`config.mk`:
```
export PLATFORM = sky130hd
export DESIGN_NAME = length_prefixed_message_parser
export DESIGN_NICKNAME = d
export VERILOG_FILES = /design/src/hdl/lpmp_pkg.sv /design/src/hdl/length_prefixed_message_parser.sv
export SDC_FILE = /design/constraint.sdc
export NUM_CORES = 1
export LEC_CHECK = 0
export ABC_AREA = 1
export BUFFER_PORTS_ARGS = -buffer_cell sky130_fd_sc_hd__buf_4
export CAP_MARGIN = 40
export CORE_ASPECT_RATIO = 1.25
export CORE_UTILIZATION = 30
export CTS_CLUSTER_SIZE = 30
export DETAILED_ROUTE_END_ITERATION = 8
export GPL_TIMING_DRIVEN = 0
export HOLD_SLACK_MARGIN = 0.1
export PLACE_DENSITY = 0.53
export SETUP_SLACK_MARGIN = 0.15
export SLEW_MARGIN = 20
export SYNTH_ARGS = -nofsm -noshare
export SYNTH_HDL_FRONTEND = slang
export SYNTH_SLANG_ARGS = --single-unit
```
`constraint.sdc`:
```
create_clock -name clk -period 5.5 [get_ports clk]
set_input_delay 1.1 -clock clk [delete_from_list [all_inputs] [get_ports clk]]
set_output_delay 1.1 -clock clk [all_outputs]
set_load 0.01 [all_outputs]
```
`src/hdl/lpmp_pkg.sv`:
```
package lpmp_pkg;

  // Field widths of the frame format
  localparam int unsigned BYTE_W      = 8;
  localparam int unsigned LEN_W       = 32;
  localparam int unsigned LEN_SHIFT_W = 24;
  localparam int unsigned BOUND_W     = 16;
  localparam int unsigned STAMP_W     = 64;
  localparam int unsigned STAMP_SH_W  = 56;
  localparam int unsigned CNT_W       = 3;
  localparam int unsigned KIND_W      = 2;
  localparam int unsigned STATUS_W    = 2;

  // Configuration port
  localparam int unsigned CFG_IDX_W   = 4;

  // Register indexes
  localparam logic [CFG_IDX_W-1:0] REG_MIN_SENDER  = 4'd0;
  localparam logic [CFG_IDX_W-1:0] REG_MAX_SENDER  = 4'd1;
  localparam logic [CFG_IDX_W-1:0] REG_MIN_CONTENT = 4'd2;
  localparam logic [CFG_IDX_W-1:0] REG_MAX_CONTENT = 4'd3;

  // Register reset values
  localparam logic [BOUND_W-1:0] MIN_SENDER_RST  = 16'd1;
  localparam logic [BOUND_W-1:0] MAX_SENDER_RST  = 16'd64;
  localparam logic [BOUND_W-1:0] MIN_CONTENT_RST = 16'd1;
  localparam logic [BOUND_W-1:0] MAX_CONTENT_RST = 16'd4096;

  // Result kinds
  localparam logic [KIND_W-1:0] KIND_SENDER  = 2'd0;
  localparam logic [KIND_W-1:0] KIND_CONTENT = 2'd1;
  localparam logic [KIND_W-1:0] KIND_DONE    = 2'd2;

  // Frame status codes
  localparam logic [STATUS_W-1:0] ST_OK       = 2'd0;
  localparam logic [STATUS_W-1:0] ST_BAD_SLEN = 2'd1;
  localparam logic [STATUS_W-1:0] ST_BAD_CLEN = 2'd2;
  localparam logic [STATUS_W-1:0] ST_TRUNC    = 2'd3;

  // Parser phase
  typedef enum logic [2:0] {
    PH_SLEN  = 3'd0,
    PH_SBODY = 3'd1,
    PH_CLEN  = 3'd2,
    PH_CBODY = 3'd3,
    PH_STAMP = 3'd4,
    PH_SKIP  = 3'd5
  } phase_t;

endpackage

```
`src/hdl/length_prefixed_message_parser.sv`:
```
// Channel  Handshake             Payload
// in       in_valid / in_ready   in_data_byte, in_end_of_buffer
// out      out_valid / out_ready out_kind, out_payload_byte, out_stamp, out_status
// cfg      cfg_valid / cfg_ready cfg_index, cfg_data
//
// One byte is taken per cycle unless a stalled result holds the input register; a byte's result,
// when it has one, is computed from the input register and held in the result register.
// The rate is set by the single parse step between the input register and the result register.
// Reset is synchronous and active low; it restores the register defaults and the start phase.
// A stalled result holds the result register; input transfers continue until the input register
// is also full and cannot move on.
module length_prefixed_message_parser
  import lpmp_pkg::*;
(
  input  logic                 clk,
  input  logic                 rst_n,
  input  logic                 in_valid,
  output logic                 in_ready,
  input  logic [BYTE_W-1:0]    in_data_byte,
  input  logic                 in_end_of_buffer,
  output logic                 out_valid,
  input  logic                 out_ready,
  output logic [KIND_W-1:0]    out_kind,
  output logic [BYTE_W-1:0]    out_payload_byte,
  output logic [STAMP_W-1:0]   out_stamp,
  output logic [STATUS_W-1:0]  out_status,
  input  logic                 cfg_valid,
  output logic                 cfg_ready,
  input  logic [CFG_IDX_W-1:0] cfg_index,
  input  logic [BOUND_W-1:0]   cfg_data
);

  // Configuration registers
  logic [BOUND_W-1:0] min_sender_r, max_sender_r, min_content_r, max_content_r;

  // Input register
  logic              s1_valid_r;
  logic [BYTE_W-1:0] s1_byte_r;
  logic              s1_last_r;

  // Parse state
  phase_t                 phase_r, phase_nxt;
  logic [CNT_W-1:0]       cnt_r, cnt_nxt;
  logic [LEN_SHIFT_W-1:0] len_sh_r, len_sh_nxt;
  logic [BOUND_W-1:0]     rem_r, rem_nxt;
  logic [STAMP_SH_W-1:0]  ts_sh_r, ts_sh_nxt;

  // Result register
  logic                out_valid_r;
  logic [KIND_W-1:0]   kind_r;
  logic [BYTE_W-1:0]   pbyte_r;
  logic [STAMP_W-1:0]  stamp_r;
  logic [STATUS_W-1:0] status_r;

  // Result of the current parse step
  logic                have;
  logic [KIND_W-1:0]   kind_nxt;
  logic [BYTE_W-1:0]   pbyte_nxt;
  logic [STAMP_W-1:0]  stamp_nxt;
  logic [STATUS_W-1:0] status_nxt;

  logic               out_free, s1_adv;
  logic [LEN_W-1:0]   full_len;
  logic [BOUND_W-1:0] lo, hi;
  logic               is_sender;

  // Handshakes: the input register moves on whenever the result register has room.
  assign out_free  = !out_valid_r || out_ready;
  assign s1_adv    = s1_valid_r && out_free;
  assign in_ready  = !s1_valid_r || s1_adv;
  assign cfg_ready = 1'b1;

  assign out_valid        = out_valid_r;
  assign out_kind         = kind_r;
  assign out_payload_byte = pbyte_r;
  assign out_stamp        = stamp_r;
  assign out_status       = status_r;

  // Configuration writes; indexes beyond the list are ignored.
  always_ff @(posedge clk) begin
    if (!rst_n) begin
      min_sender_r  <= MIN_SENDER_RST;
      max_sender_r  <= MAX_SENDER_RST;
      min_content_r <= MIN_CONTENT_RST;
      max_content_r <= MAX_CONTENT_RST;
    end else if (cfg_valid && cfg_ready) begin
      unique case (cfg_index)
        REG_MIN_SENDER:  min_sender_r  <= cfg_data;
        REG_MAX_SENDER:  max_sender_r  <= cfg_data;
        REG_MIN_CONTENT: min_content_r <= cfg_data;
        REG_MAX_CONTENT: max_content_r <= cfg_data;
        default: ;
      endcase
    end
  end

  // Input register
  always_ff @(posedge clk) begin
    if (!rst_n) begin
      s1_valid_r <= 1'b0;
    end else if (in_ready) begin
      s1_valid_r <= in_valid;
    end
  end

  always_ff @(posedge clk) begin
    if (in_valid && in_ready) begin
      s1_byte_r <= in_data_byte;
      s1_last_r <= in_end_of_buffer;
    end
  end

  // Length bounds for the field being parsed
  assign is_sender = (phase_r == PH_SLEN);
  assign lo        = is_sender ? min_sender_r : min_content_r;
  assign hi        = is_sender ? max_sender_r : max_content_r;
  assign full_len  = {len_sh_r, s1_byte_r};

  // One parse step for the byte in the input register
  always_comb begin
    phase_nxt  = phase_r;
    cnt_nxt    = cnt_r;
    len_sh_nxt = len_sh_r;
    rem_nxt    = rem_r;
    ts_sh_nxt  = ts_sh_r;
    have       = 1'b0;
    kind_nxt   = KIND_SENDER;
    pbyte_nxt  = '0;
    stamp_nxt  = '0;
    status_nxt = ST_OK;

    unique case (phase_r)
      PH_SLEN, PH_CLEN: begin
        len_sh_nxt = full_len[LEN_SHIFT_W-1:0];
        cnt_nxt    = cnt_r + 3'd1;
        // Fourth byte completes the length field.
        if (cnt_r == 3'd3) begin
          cnt_nxt    = '0;
          len_sh_nxt = '0;
          if ((full_len < {16'd0, lo}) || (full_len > {16'd0, hi})) begin
            have       = 1'b1;
            kind_nxt   = KIND_DONE;
            status_nxt = is_sender ? ST_BAD_SLEN : ST_BAD_CLEN;
            phase_nxt  = PH_SKIP;
          end else begin
            rem_nxt = full_len[BOUND_W-1:0];
            if (is_sender) begin
              phase_nxt = (full_len != '0) ? PH_SBODY : PH_CLEN;
            end else begin
              phase_nxt = (full_len != '0) ? PH_CBODY : PH_STAMP;
            end
          end
        end
      end
      PH_SBODY, PH_CBODY: begin
        have      = 1'b1;
        kind_nxt  = (phase_r == PH_SBODY) ? KIND_SENDER : KIND_CONTENT;
        pbyte_nxt = s1_byte_r;
        rem_nxt   = rem_r - 16'd1;
        if (rem_r == 16'd1) begin
          phase_nxt = (phase_r == PH_SBODY) ? PH_CLEN : PH_STAMP;
        end
      end
      PH_STAMP: begin
        ts_sh_nxt = {ts_sh_r[STAMP_SH_W-BYTE_W-1:0], s1_byte_r};
        cnt_nxt   = cnt_r + 3'd1;
        // Eighth byte completes the timestamp and the frame.
        if (cnt_r == 3'd7) begin
          have      = 1'b1;
          kind_nxt  = KIND_DONE;
          stamp_nxt = {ts_sh_r, s1_byte_r};
          phase_nxt = PH_SKIP;
        end
      end
      default: ;
    endcase

    // End of buffer: report truncation unless the frame already closed, then restart.
    if (s1_last_r) begin
      if (phase_nxt != PH_SKIP) begin
        have       = 1'b1;
        kind_nxt   = KIND_DONE;
        pbyte_nxt  = '0;
        stamp_nxt  = '0;
        status_nxt = ST_TRUNC;
      end
      phase_nxt  = PH_SLEN;
      cnt_nxt    = '0;
      len_sh_nxt = '0;
      rem_nxt    = '0;
      ts_sh_nxt  = '0;
    end
  end

  // Parse state update
  always_ff @(posedge clk) begin
    if (!rst_n) begin
      phase_r  <= PH_SLEN;
      cnt_r    <= '0;
      len_sh_r <= '0;
      rem_r    <= '0;
      ts_sh_r  <= '0;
    end else if (s1_adv) begin
      phase_r  <= phase_nxt;
      cnt_r    <= cnt_nxt;
      len_sh_r <= len_sh_nxt;
      rem_r    <= rem_nxt;
      ts_sh_r  <= ts_sh_nxt;
    end
  end

  // Result register
  always_ff @(posedge clk) begin
    if (!rst_n) begin
      out_valid_r <= 1'b0;
    end else if (s1_adv && have) begin
      out_valid_r <= 1'b1;
    end else if (out_ready) begin
      out_valid_r <= 1'b0;
    end
  end

  always_ff @(posedge clk) begin
    if (s1_adv && have) begin
      kind_r   <= kind_nxt;
      pbyte_r  <= pbyte_nxt;
      stamp_r  <= stamp_nxt;
      status_r <= status_nxt;
    end
  end

endmodule

```
# --- Yosys cells after proc, flatten, opt, wreduce, memory -nomap -nowiden ---
# Index checks and enable logic that the tools add are counted.
word_totals:
  reg_bits: 253
  wordCells: 112
classes:
  addsub: 2
  order_cmp: 2
  n_eq_ne: 13
  mux: 52
  n_reduce_logical: 26
ops:
  columns: ["op", "count"]
  rows:
  - ["$mux W64", 4]
  - ["$mux W56", 2]
  - ["$mux W16", 5]
  - ["$mux W24", 3]
  - ["$gt A32 B16 Y1", 1]
  - ["$lt A32 B16 Y1", 1]
  - ["$pmux W16 S2", 1]
  - ["$reduce_bool A32 Y1", 1]
  - ["$mux W3", 10]
  - ["$mux W2", 12]
  - ["$mux W8", 3]
  - ["$eq A16 B1 Y1 const B", 1]
  - ["$sub A16 B1 Y16 const B", 1]
  - ["$reduce_and A2 Y1", 7]
  - ["$eq A3 B2 Y1 const B", 3]
  - ["$ne A3 B3 Y1 const B", 3]
  - ["$pmux W3 S3", 1]
  - ["$eq A4 B2 Y1 const B", 2]
  - ["$mux W1", 8]
  - ["$eq A3 B3 Y1 const B", 2]
  - ["$pmux W2 S3", 1]
  - ["$pmux W3 S2", 1]
  - ["$reduce_bool A2 Y1", 3]
  - ["$reduce_bool A3 Y1", 2]
  - ["11 further kinds", 17]

# --- Logic depth before layout (Yosys ltp) ---
# Gate-level depths: netlist of the first run.
logic_depth:
  depth_word: 12
  ltp_mapped: 25
  mapped_depth_nobuf: 23

# --- Least setup slack after synthesis of the first run ---
# OpenSTA, ideal clock, no wires.
synth_timing:
  path_kind: "reg2reg"
  startpoint: "register phase_r[2]"
  endpoint: "register kind_r[0], in the netlist out_kind[0] (enable)"
  setup_time_ns: 0.430
  arrival_ns: 4.118
  required_time_ns: 5.070
  path_slack_ns: 0.952
  stages_incl_launch_ff: 25
  n_path_buf: 2
  period_less_slack_ns: 4.548
  path_cell_list: "dfxtp_1 > inv_1 > nand2_1 > clkbuf_1 > clkbuf_1 > nand2_1 > o21ai_0 > ha_1 > inv_1 > nor2_1 > o21ai_0 > nand2_1 > a21oi_1 > o211ai_1 > nand2_1 > nand2_1 > nand2_1 > nand2_1 > nand2_1 > nor2_1 > nand2_1 > nand2_1 > nand2_1 > nand2_1 > inv_1"
synth_between:
  elab_chain_cells: 11
synth_rtl:
  columns: ["element", "line_no", "rtl"]
  rows:
  - ["from (decl)", "length_prefixed_message_parser.sv:42", "phase_t phase_r, phase_nxt;"]
  - ["from (signal assigned)", "length_prefixed_message_parser.sv:204", "phase_r <= phase_nxt;"]
  - ["$logic_not A3 Y1", "length_prefixed_message_parser.sv:114, length_prefixed_message_parser.sv:132", null]
  - ["$mux W16, on equally long branches", "length_prefixed_message_parser.sv:115, length_prefixed_message_parser.sv:116", null]
  - ["$lt A32 B16 Y1 or $gt A32 B16 Y1 (tied branches)", "length_prefixed_message_parser.sv:140", "if ((full_len < {16'd0, lo}) || (full_len > {16'd0, hi})) begin"]
  - ["$logic_or A1 B1 Y1", "length_prefixed_message_parser.sv:140", null]
  - ["$mux W3", "length_prefixed_message_parser.sv:140", null]
  - ["$mux W3", "length_prefixed_message_parser.sv:137", "if (cnt_r == 3'd3) begin"]
  - ["$pmux W3 S3", "length_prefixed_message_parser.sv:132", "unique case (phase_r)"]
  - ["$ne A3 B3 Y1", "length_prefixed_message_parser.sv:180", "if (phase_nxt != PH_SKIP) begin"]
  - ["$mux W1", "length_prefixed_message_parser.sv:180", null]
  - ["$mux W1 *", "length_prefixed_message_parser.sv:179", "if (s1_last_r) begin"]
  - ["$logic_and A1 B1 Y1 *", "length_prefixed_message_parser.sv:224", "if (s1_adv && have) begin"]
  - ["to (signal assigned)", "length_prefixed_message_parser.sv:225", "kind_r <= kind_nxt;"]
  - ["to (decl)", "length_prefixed_message_parser.sv:50", "logic [KIND_W-1:0] kind_r;"]
# Mark *: on every way between the ends. The rest lies on a longest branch, timed or not.
# A chain may end at the register's enable or synchronous reset.

# --- Worst setup path in the final report of the first run ---
layout_timing:
  startpoint: "register phase_r[2]"
  endpoint: "register stamp_r[8], in the netlist out_stamp[8] (enable)"
layout_between:
  elab_chain_cells: 11
layout_rtl:
  columns: ["element", "line_no", "rtl"]
  rows:
  - ["$logic_not A3 Y1", "length_prefixed_message_parser.sv:114, length_prefixed_message_parser.sv:132", null]
  - ["$mux W16, on equally long branches", "length_prefixed_message_parser.sv:115, length_prefixed_message_parser.sv:116", null]
  - ["$lt A32 B16 Y1 or $gt A32 B16 Y1 (tied branches)", "length_prefixed_message_parser.sv:140", null]
  - ["$logic_or A1 B1 Y1", "length_prefixed_message_parser.sv:140", null]
  - ["$mux W3", "length_prefixed_message_parser.sv:140", null]
  - ["$mux W3", "length_prefixed_message_parser.sv:137", null]
  - ["$pmux W3 S3", "length_prefixed_message_parser.sv:132", null]
  - ["$ne A3 B3 Y1", "length_prefixed_message_parser.sv:180", null]
  - ["$mux W1", "length_prefixed_message_parser.sv:180", null]
  - ["$mux W1 *", "length_prefixed_message_parser.sv:179", null]
  - ["$logic_and A1 B1 Y1 *", "length_prefixed_message_parser.sv:224", null]
  - ["to (signal assigned)", "length_prefixed_message_parser.sv:227", "stamp_r <= stamp_nxt;"]
  - ["to (decl)", "length_prefixed_message_parser.sv:52", "logic [STAMP_W-1:0] stamp_r;"]
# Marks and branches as above.

==> results of run 1 <==
==> flip-flops by register name, summed over array words and instances, names as in the netlist, 2 cells and up <==
name / cells
out_stamp: 64
ts_sh_r: 56
len_sh_r: 24
max_content_r: 16
max_sender_r: 16
min_content_r: 16
min_sender_r: 16
rem_r: 16
out_payload_byte: 8
s1_byte_r: 8
cnt_r: 3
phase_r: 3
out_kind: 2
out_status: 2
==> placed cells by master (no fill, tap or decap), types with 4 or more instances in the layout <==
cell type	instances
a211oi_1	11
ha_1	35
nor3_1	26
dfxtp_1	168
clkinv_2	6
nand3_1	78
nand4_1	9
clkinv_1	4
inv_1	149
o21ai_1	4
o211ai_1	5
clkbuf_16	28
edfxtp_1	85
nor2_1	199
buf_4	112
nand2_1	151
o22ai_1	6
nor4_1	4
a21oi_1	167
clkbuf_1	67
o21ai_0	110
==> repair_timing <==
action	in CTS	in global routing
gates resized for setup	0	2
hold buffers	0	0
endpoints found under the setup margin	0	43
==> worst register-to-register path, stage by stage (launching register included) <==
cell and delay [ps]:
dfxtp_1 460, inv_1 190, nand2_1 130, clkbuf_1 380, clkbuf_1 400, o21ai_0 230, ha_1 340, inv_1 60
nor2_1 30, o21ai_0 140, nand2_1 70, a21oi_1 210, o211ai_1 110, nand2_1 130, nand2_1 120, nand2_1 130
nand2_1 60, nand2_1 90, nor2_1 50, nand2_1 70, nand2_1 90, nand2_1 90, nand2_1 120, inv_4 380
buf_12 290
==> metal layers <==
metal / vias to the layer above / track usage (%)
li1: 4668 / -
met1: 4185 / 19.1
met2: 225 / 29.3
met3: 43 / 2.01
met4: 0 / 5.40
met5: - / 0
==> worst min path at each step <==
| stage | slack (ps) | cells after the start | from | end |
|---|---|---|---|---|
| finish | 460 | 2 | max_content_r[1] | max_content_r[1] |
| global route | 470 | 2 | min_sender_r[6] | min_sender_r[6] |
| CTS | 450 | 2 | max_sender_r[0] | max_sender_r[0] |
| detailed placement | 440 | 2 | max_sender_r[0] | max_sender_r[0] |
| global placement | 440 | 2 | max_sender_r[0] | max_sender_r[0] |
| floorplan | 420 | 2 | max_sender_r[6] | max_sender_r[6] |
==> power groups by stage <==
| stage | clock (mW) | combinational [mW] | sequential (mW) |
|---|---|---|---|
| 6_report | 1.88 | 0.309 | 2.00 |
| 5_1_grt | 1.99 | 0.348 | 2.00 |
| 4_1_cts | 1.92 | 0.311 | 2.00 |
| 3_5_place_dp | 0 | 0.309 | 2.04 |
| 3_3_place_gp | 0 | 0.303 | 2.04 |
| 2_1_floorplan | 0 | 0.198 | 2.03 |
==> area by class of cell <==
cell class | count | area [um2]
inverter | 156 | 588
buffer | 73 | 304
multi-input combinational | 832 | 4150
tap | 474 | 593
timing repair buffer | 112 | 853
fill | 3720 | 22300
sequential | 253 | 5920
clock buffer | 35 | 757
clock inverter | 14 | 158
==> cells by family (layout without fill, tap and decap cells) <==
group | count (synthesis) | count (layout) | synth area share [%]
AO/OA/AOI/OAI | 316 | 316 | 15.4
XOR/XNOR | 6 | 6 | 0.480
adder cells (fa/ha/maj) | 35 | 35 | 4.00
buffers and inverters | 229 | 390 | 8.11
flip-flops | 253 | 253 | 54.0
other | 1 | 1 | 0.0342
AND/OR/NAND/NOR | 474 | 474 | 18.0
==> per-stage QoR <==
step	instance area [um2]	hold WS, ps	TNS (ps)	util (%)	setup slack, ps
floorplan	11000	424	0	-	952
global placement	12400	435	-69780	34.7	-924
detailed placement	12400	443	0	34.8	630
CTS	13300	452	0	37.4	594
global route	13300	473	0	37.4	292
finish	13300	455	0	37.4	781
==> metrics.md, run 1 <==
| Metric | Value |
|---|---|
| Crit Path Max Fanout | `43` |
| Clock Power Share | `44.9%` |
| Largest cells by area after synthesis | `dfxtp_1, edfxtp_1, a21oi_1` |
| Mapped Area | `11000 um2` |
| Post-synth top area share | `30.7%` |
| Buffers and inverters on the worst path | `6` |
| Area leader, netlist | `dfxtp_1` |
| Netlist cell types | `38` |
| Clk_lat worst skew | `550 ps` |
| Die X | `173 um` |
| Number of setup violations in the final report | `0` |
| Row count | `77` |
| Run status | `finished clean` |
| Routed vias/inst | `4.68` |
| Slew Limit Fails | `0` |
| VDD IR max | `0.000187 V` |
| Commonest cells in the netlist | `nor2_1, dfxtp_1, a21oi_1` |
| IO Port Bufs | `111` |
| Clock Skew | `17.5 ps` |
| DR vias | `9121` |
| Layout cell share with drive strength beyond 1 | `11.9%` |
| Comb power frac | `7.4%` |
| Die height | `216 um` |
| Critical path, cell by cell | `inv_1, nand2_1, clkbuf_1, clkbuf_1, o21ai_0, ha_1, inv_1, nor2_1, o21ai_0, nand2_1, a21oi_1, o211ai_1, nand2_1, nand2_1, nand2_1, nand2_1, nand2_1, nor2_1, nand2_1, nand2_1, nand2_1, nand2_1, inv_4, buf_12` |
| FF-to-FF path depth | `24` |
| Critical path endpoint category | `register` |
| Critical Path Most Common Cell | `nand2_1` |
| I/O pins | `113` |
| FFs w/ async S/R, synth | `0%` |
| Largest net degree at the start of global routing | `44` |
| Part of the power in registers | `47.7%` |
| Crit path depth | `24` |
| Number of CTS-inserted buffers | `27` |
| Max-cap violations | `0` |
| Slowest cell on crit path | `dfxtp_1` |
| RR Startpoint | `phase_r[2]` |
| Met2 WL post-DR | `15100 um` |
| Internal | `3.18 mW` |
| Rel. slew slack | `44.6%` |
| Warnings, synthesis | `0` |
| DP HPWL | `22200 um` |
| Routability cong. | `0.902` |
| Final cycle utilization of the critical path | `85.8%` |
| Syn avg cell area | `8.34 um2` |
| Met3 wire len | `1320 um` |
| Highest clock rate | `0.212 GHz` |
| Final Hold Fails | `0` |
| Pre-antenna DRT Iters | `4` |
| Routed length on met1 | `12700 um` |
| Area added between synthesis and finish | `21.6%` |
| CTS root buffer | `clkbuf_16` |
| DRT Wirelength | `29800 um` |
| Tot Pwr | `4.18 mW` |
| Flops & latches, synth | `253` |
| Final #Nets | `1524` |
| ANT cells | `0` |
| Routed Antenna Nets | `0` |
| Global Route Usage Sum | `16.0%` |
| Synthesized instance count | `1314` |
| Setup CP Type | `reg -> reg` |
| Tmin final | `4720 ps` |
| DR WL/cell | `15.3 um` |
| Switching Share | `23.9%` |
| CP delay by family, top | `buffers and inverters` |
| R2R Setup Slk | `780 ps` |
| Effective utilization at floorplan | `30.7%` |
| LEAKAGE | `4.99 nW` |
| Delay of the slowest cell on the worst path | `460 ps` |
| Worst EP required | `5730 ps` |
| Finished Layout Cells | `1949` |
| Worst-path clk slew | `60 ps` |
| Cell Pwr Density | `314 nW/um2` |
| Area of the die | `37300 um2` |
| Core ar. | `35600 um2` |
| Register area share after synthesis | `54.0%` |
| Grt total ovfl | `0` |
| Setup crit start kind | `register` |
| DRT iter0 DRCs | `540` |
| Worst EP arrival | `4950 ps` |
| Vias in the first global route | `8815` |
| CP startpoint | `phase_r[2]` |
| Clock buffer depth | `3` |
| Slew at the pin closest to its max-slew limit | `831 ps` |
| # DRC | `0` |
| EDFF count, synth | `85` |
| Most common cell in the netlist | `nor2_1` |
| # Post-CTS Setup Buffers | `0` |
| Initial antenna violation count | `0` |
| H-tree depth | `1` |
| End point of the critical path | `out_stamp[8]` |
| Placed cell count | `1900` |
| Clock Sinks | `253` |
| Post-Syn Nets | `1383` |
| First-pass GRT wire length | `47500 um` |
| Post-synth top flop | `dfxtp_1` |
| Switch Pwr | `1.00 mW` |
| Type of the worst min-delay path | `reg -> reg` |
| RSZ-0062 raised after global routing | `false` |
| DR top layer | `met4` |
| TritonCTS clock tree | `built` |
| RR Endpoint | `out_stamp[8]` |
(Power assumes the default switching activity.)
==> run 2: changes to the inputs <==
--- a/config.mk
+++ b/config.mk
@@ -15,6 +15,7 @@
 export GPL_TIMING_DRIVEN = 0
 export HOLD_SLACK_MARGIN = 0.1
 export PLACE_DENSITY = 0.53
+export REMOVE_ABC_BUFFERS = 1
 export SETUP_SLACK_MARGIN = 0.15
 export SLEW_MARGIN = 20
 export SYNTH_ARGS = -nofsm -noshare
==> run 2 against run 1 <==
Against the previous run:
- non-clock buffer count decreased by 63
- first-iteration DRC count increased by 5.2%
- cell count decreased by 3.1%
- combinational power decreased by 5%
- critical endpoint is now out_stamp[6]
- largest cell class unchanged
==> metrics.md, run 2 (synthesis gave the netlist of run 1 again) <==
| Metric | Value |
|---|---|
| Commonest non-fill, non-tap cells in the layout | `nor2_1, dfxtp_1, a21oi_1` |
| Effective utilization at floorplan | `30.7%` |
| Tmin final | `4410 ps` |
| DRT iter0 DRCs | `568` |
| I/O pins | `113` |
| Die height | `216 um` |
| Run status | `finished clean` |
| Slew at the pin closest to its max-slew limit | `802 ps` |
| Die X | `173 um` |
| Final Hold Fails | `0` |
| IO Port Bufs | `111` |
| CTS resizes | `0` |
| Part of the power in registers | `47.1%` |
| Grt total ovfl | `0` |
| Number of setup violations in the final report | `0` |
| Row count | `77` |
| Switch Pwr | `991 uW` |
| VDD IR max | `0.000231 V` |
| Routed Antenna Nets | `0` |
| Max-cap violations | `0` |
| Area of the die | `37300 um2` |
| Global Route Usage Sum | `14.3%` |
| Type of the worst min-delay path | `reg -> reg` |
| Comb power frac | `6.9%` |
| Worst EP required | `5740 ps` |
| Area added between synthesis and finish | `21.2%` |
| TritonCTS clock tree | `built` |
| Initial antenna violation count | `0` |
| Internal | `3.25 mW` |
| Highest clock rate | `0.227 GHz` |
| Filler cell count | `3737` |
| CP delay by family, top | `simple AND/OR/NAND/NOR gates` |
| Setup CP Type | `reg -> reg` |
| Clock Power Share | `46.0%` |
| CTS root buffer | `clkbuf_16` |
| Final core occ | `37.2%` |
| Total Negative Setup Slacks | `0 ps` |
| Routed vias/inst | `4.66` |
| # Post-CTS Setup Buffers | `0` |
| Worst EP arrival | `4650 ps` |
| Vias in the first global route | `8162` |
| Max reg flops | `64` |
| RSZ-0062 raised after global routing | `false` |
| Final cycle utilization of the critical path | `80.2%` |
| Number of hold buffers added after CTS | `0` |
| Largest net degree at the start of global routing | `87` |
| ANT cells | `0` |
| Multi-input logic area | `4180 um2` |
| Critical path, cell by cell | `nor2_2, nand2_4, o21ai_0, ha_1, inv_1, nor2_1, o21ai_0, nand2_1, a21oi_1, o211ai_1, nand2_1, nand2_1, nand2_1, nand2_1, nand2_1, nor2_1, nand2_1, nand2_1, nand2_1, nand2_1, inv_4, buf_12` |
| Commonest non-fill, non-tap cell in the layout | `nor2_1` |
| DP HPWL | `17700 um` |
| Cell Pwr Density | `320 nW/um2` |
| Clock Skew | `33.5 ps` |
| Worst-path clk slew | `60 ps` |
| Buffers and inverters on the worst path | `3` |
| Clock Sinks | `253` |
| Delay of the slowest cell on the worst path | `430 ps` |
| H-tree depth | `1` |
| Slowest cell on crit path | `nand2_4` |
| Critical path endpoint category | `register` |
| Number of CTS-inserted buffers | `28` |
| LEAKAGE | `4.98 nW` |
| Routability cong. | `0.841` |
| First-pass GRT wire length | `43700 um` |
| DR WL/cell | `14.2 um` |
| Clk_lat worst skew | `560 ps` |
| Core ar. | `35600 um2` |
| FF+latch area | `5920 um2` |
| Setup crit start kind | `register` |
| Clock buffer depth | `3` |
| Pre-antenna DRT Iters | `5` |
| DR vias | `8810` |
| Critical Path Most Common Cell | `nand2_1` |
| # DRC | `0` |
| DRT Wirelength | `26800 um` |
| Slew Limit Fails | `0` |
| Crit Path Max Fanout | `65` |
| Rel. slew slack | `46.5%` |
| Final #Nets | `1462` |
| Layout cell share with drive strength beyond 1 | `13.2%` |
| Switching Share | `23.4%` |
-- run 2: cell types whose count changed in the layout (fill, tap and decap cells not counted), sizes merged --
cell / previous run / this run
clkbuf: 99 / 38
buf: 121 / 122
bufinv: 3 / 4
clkinv: 12 / 11
-- run 2: layer usage --
metal  GRT usage (%)  wire, um  vias up
li1                -         -     4528
met1            18.4     12000     4039
met2            24.8     12900      205
met3            2.01      1190       38
met4            4.34       643        0
met5               0         0        -
-- run 2: power by group through the flow --
stage	logic (mW)	registers (mW)	clock network, mW
after floorplan	0.182	2.03	0
after global placement	0.283	2.04	0
after detailed placement	0.295	2.04	0
after CTS	0.296	2.00	2.01
after global routing	0.335	2.00	2.08
final	0.293	2.00	1.95
-- run 2: worst paths after layout --
check	cells past startpoint	end	slack [ps]	from
worst max-delay path	22	out_stamp[6]	1090	phase_r[0]
worst max register to register	22	out_stamp[6]	1090	phase_r[0]
worst min register to register	2	max_content_r[3]	450	max_content_r[3]
worst min-delay path	2	max_content_r[3]	450	max_content_r[3]
-- run 2: cell type report --
class	instances	share of cell area, %
clock inverters	14	1.41
well taps	474	4.47
repair buffers	122	7.74
multi-input cells	832	31.5
clock buffers	38	5.86
flip-flops and latches	253	44.6
inverters	156	4.47
-- run 2: worst min-delay path, delay by kind of cell (launching register included) --
family / cells / cell delay [ps]
AO/OA/AOI/OAI: 1 / 50
buffers and inverters: 1 / 60
flip-flops: 1 / 300
-- run 2: per-stage QoR --
step	total power [mW]	worst slack, ps	std cells	hold slack, ps	area [um2]
3_5_place_dp	2.34	1050	1836	446	12300
5_1_grt	4.42	573	1889	473	13300
2_1_floorplan	2.21	462	1241	424	10700
3_3_place_gp	2.32	-1630	1826	432	12100
6_report	4.24	1090	1889	451	13300
4_1_cts	4.30	1020	1888	455	13300
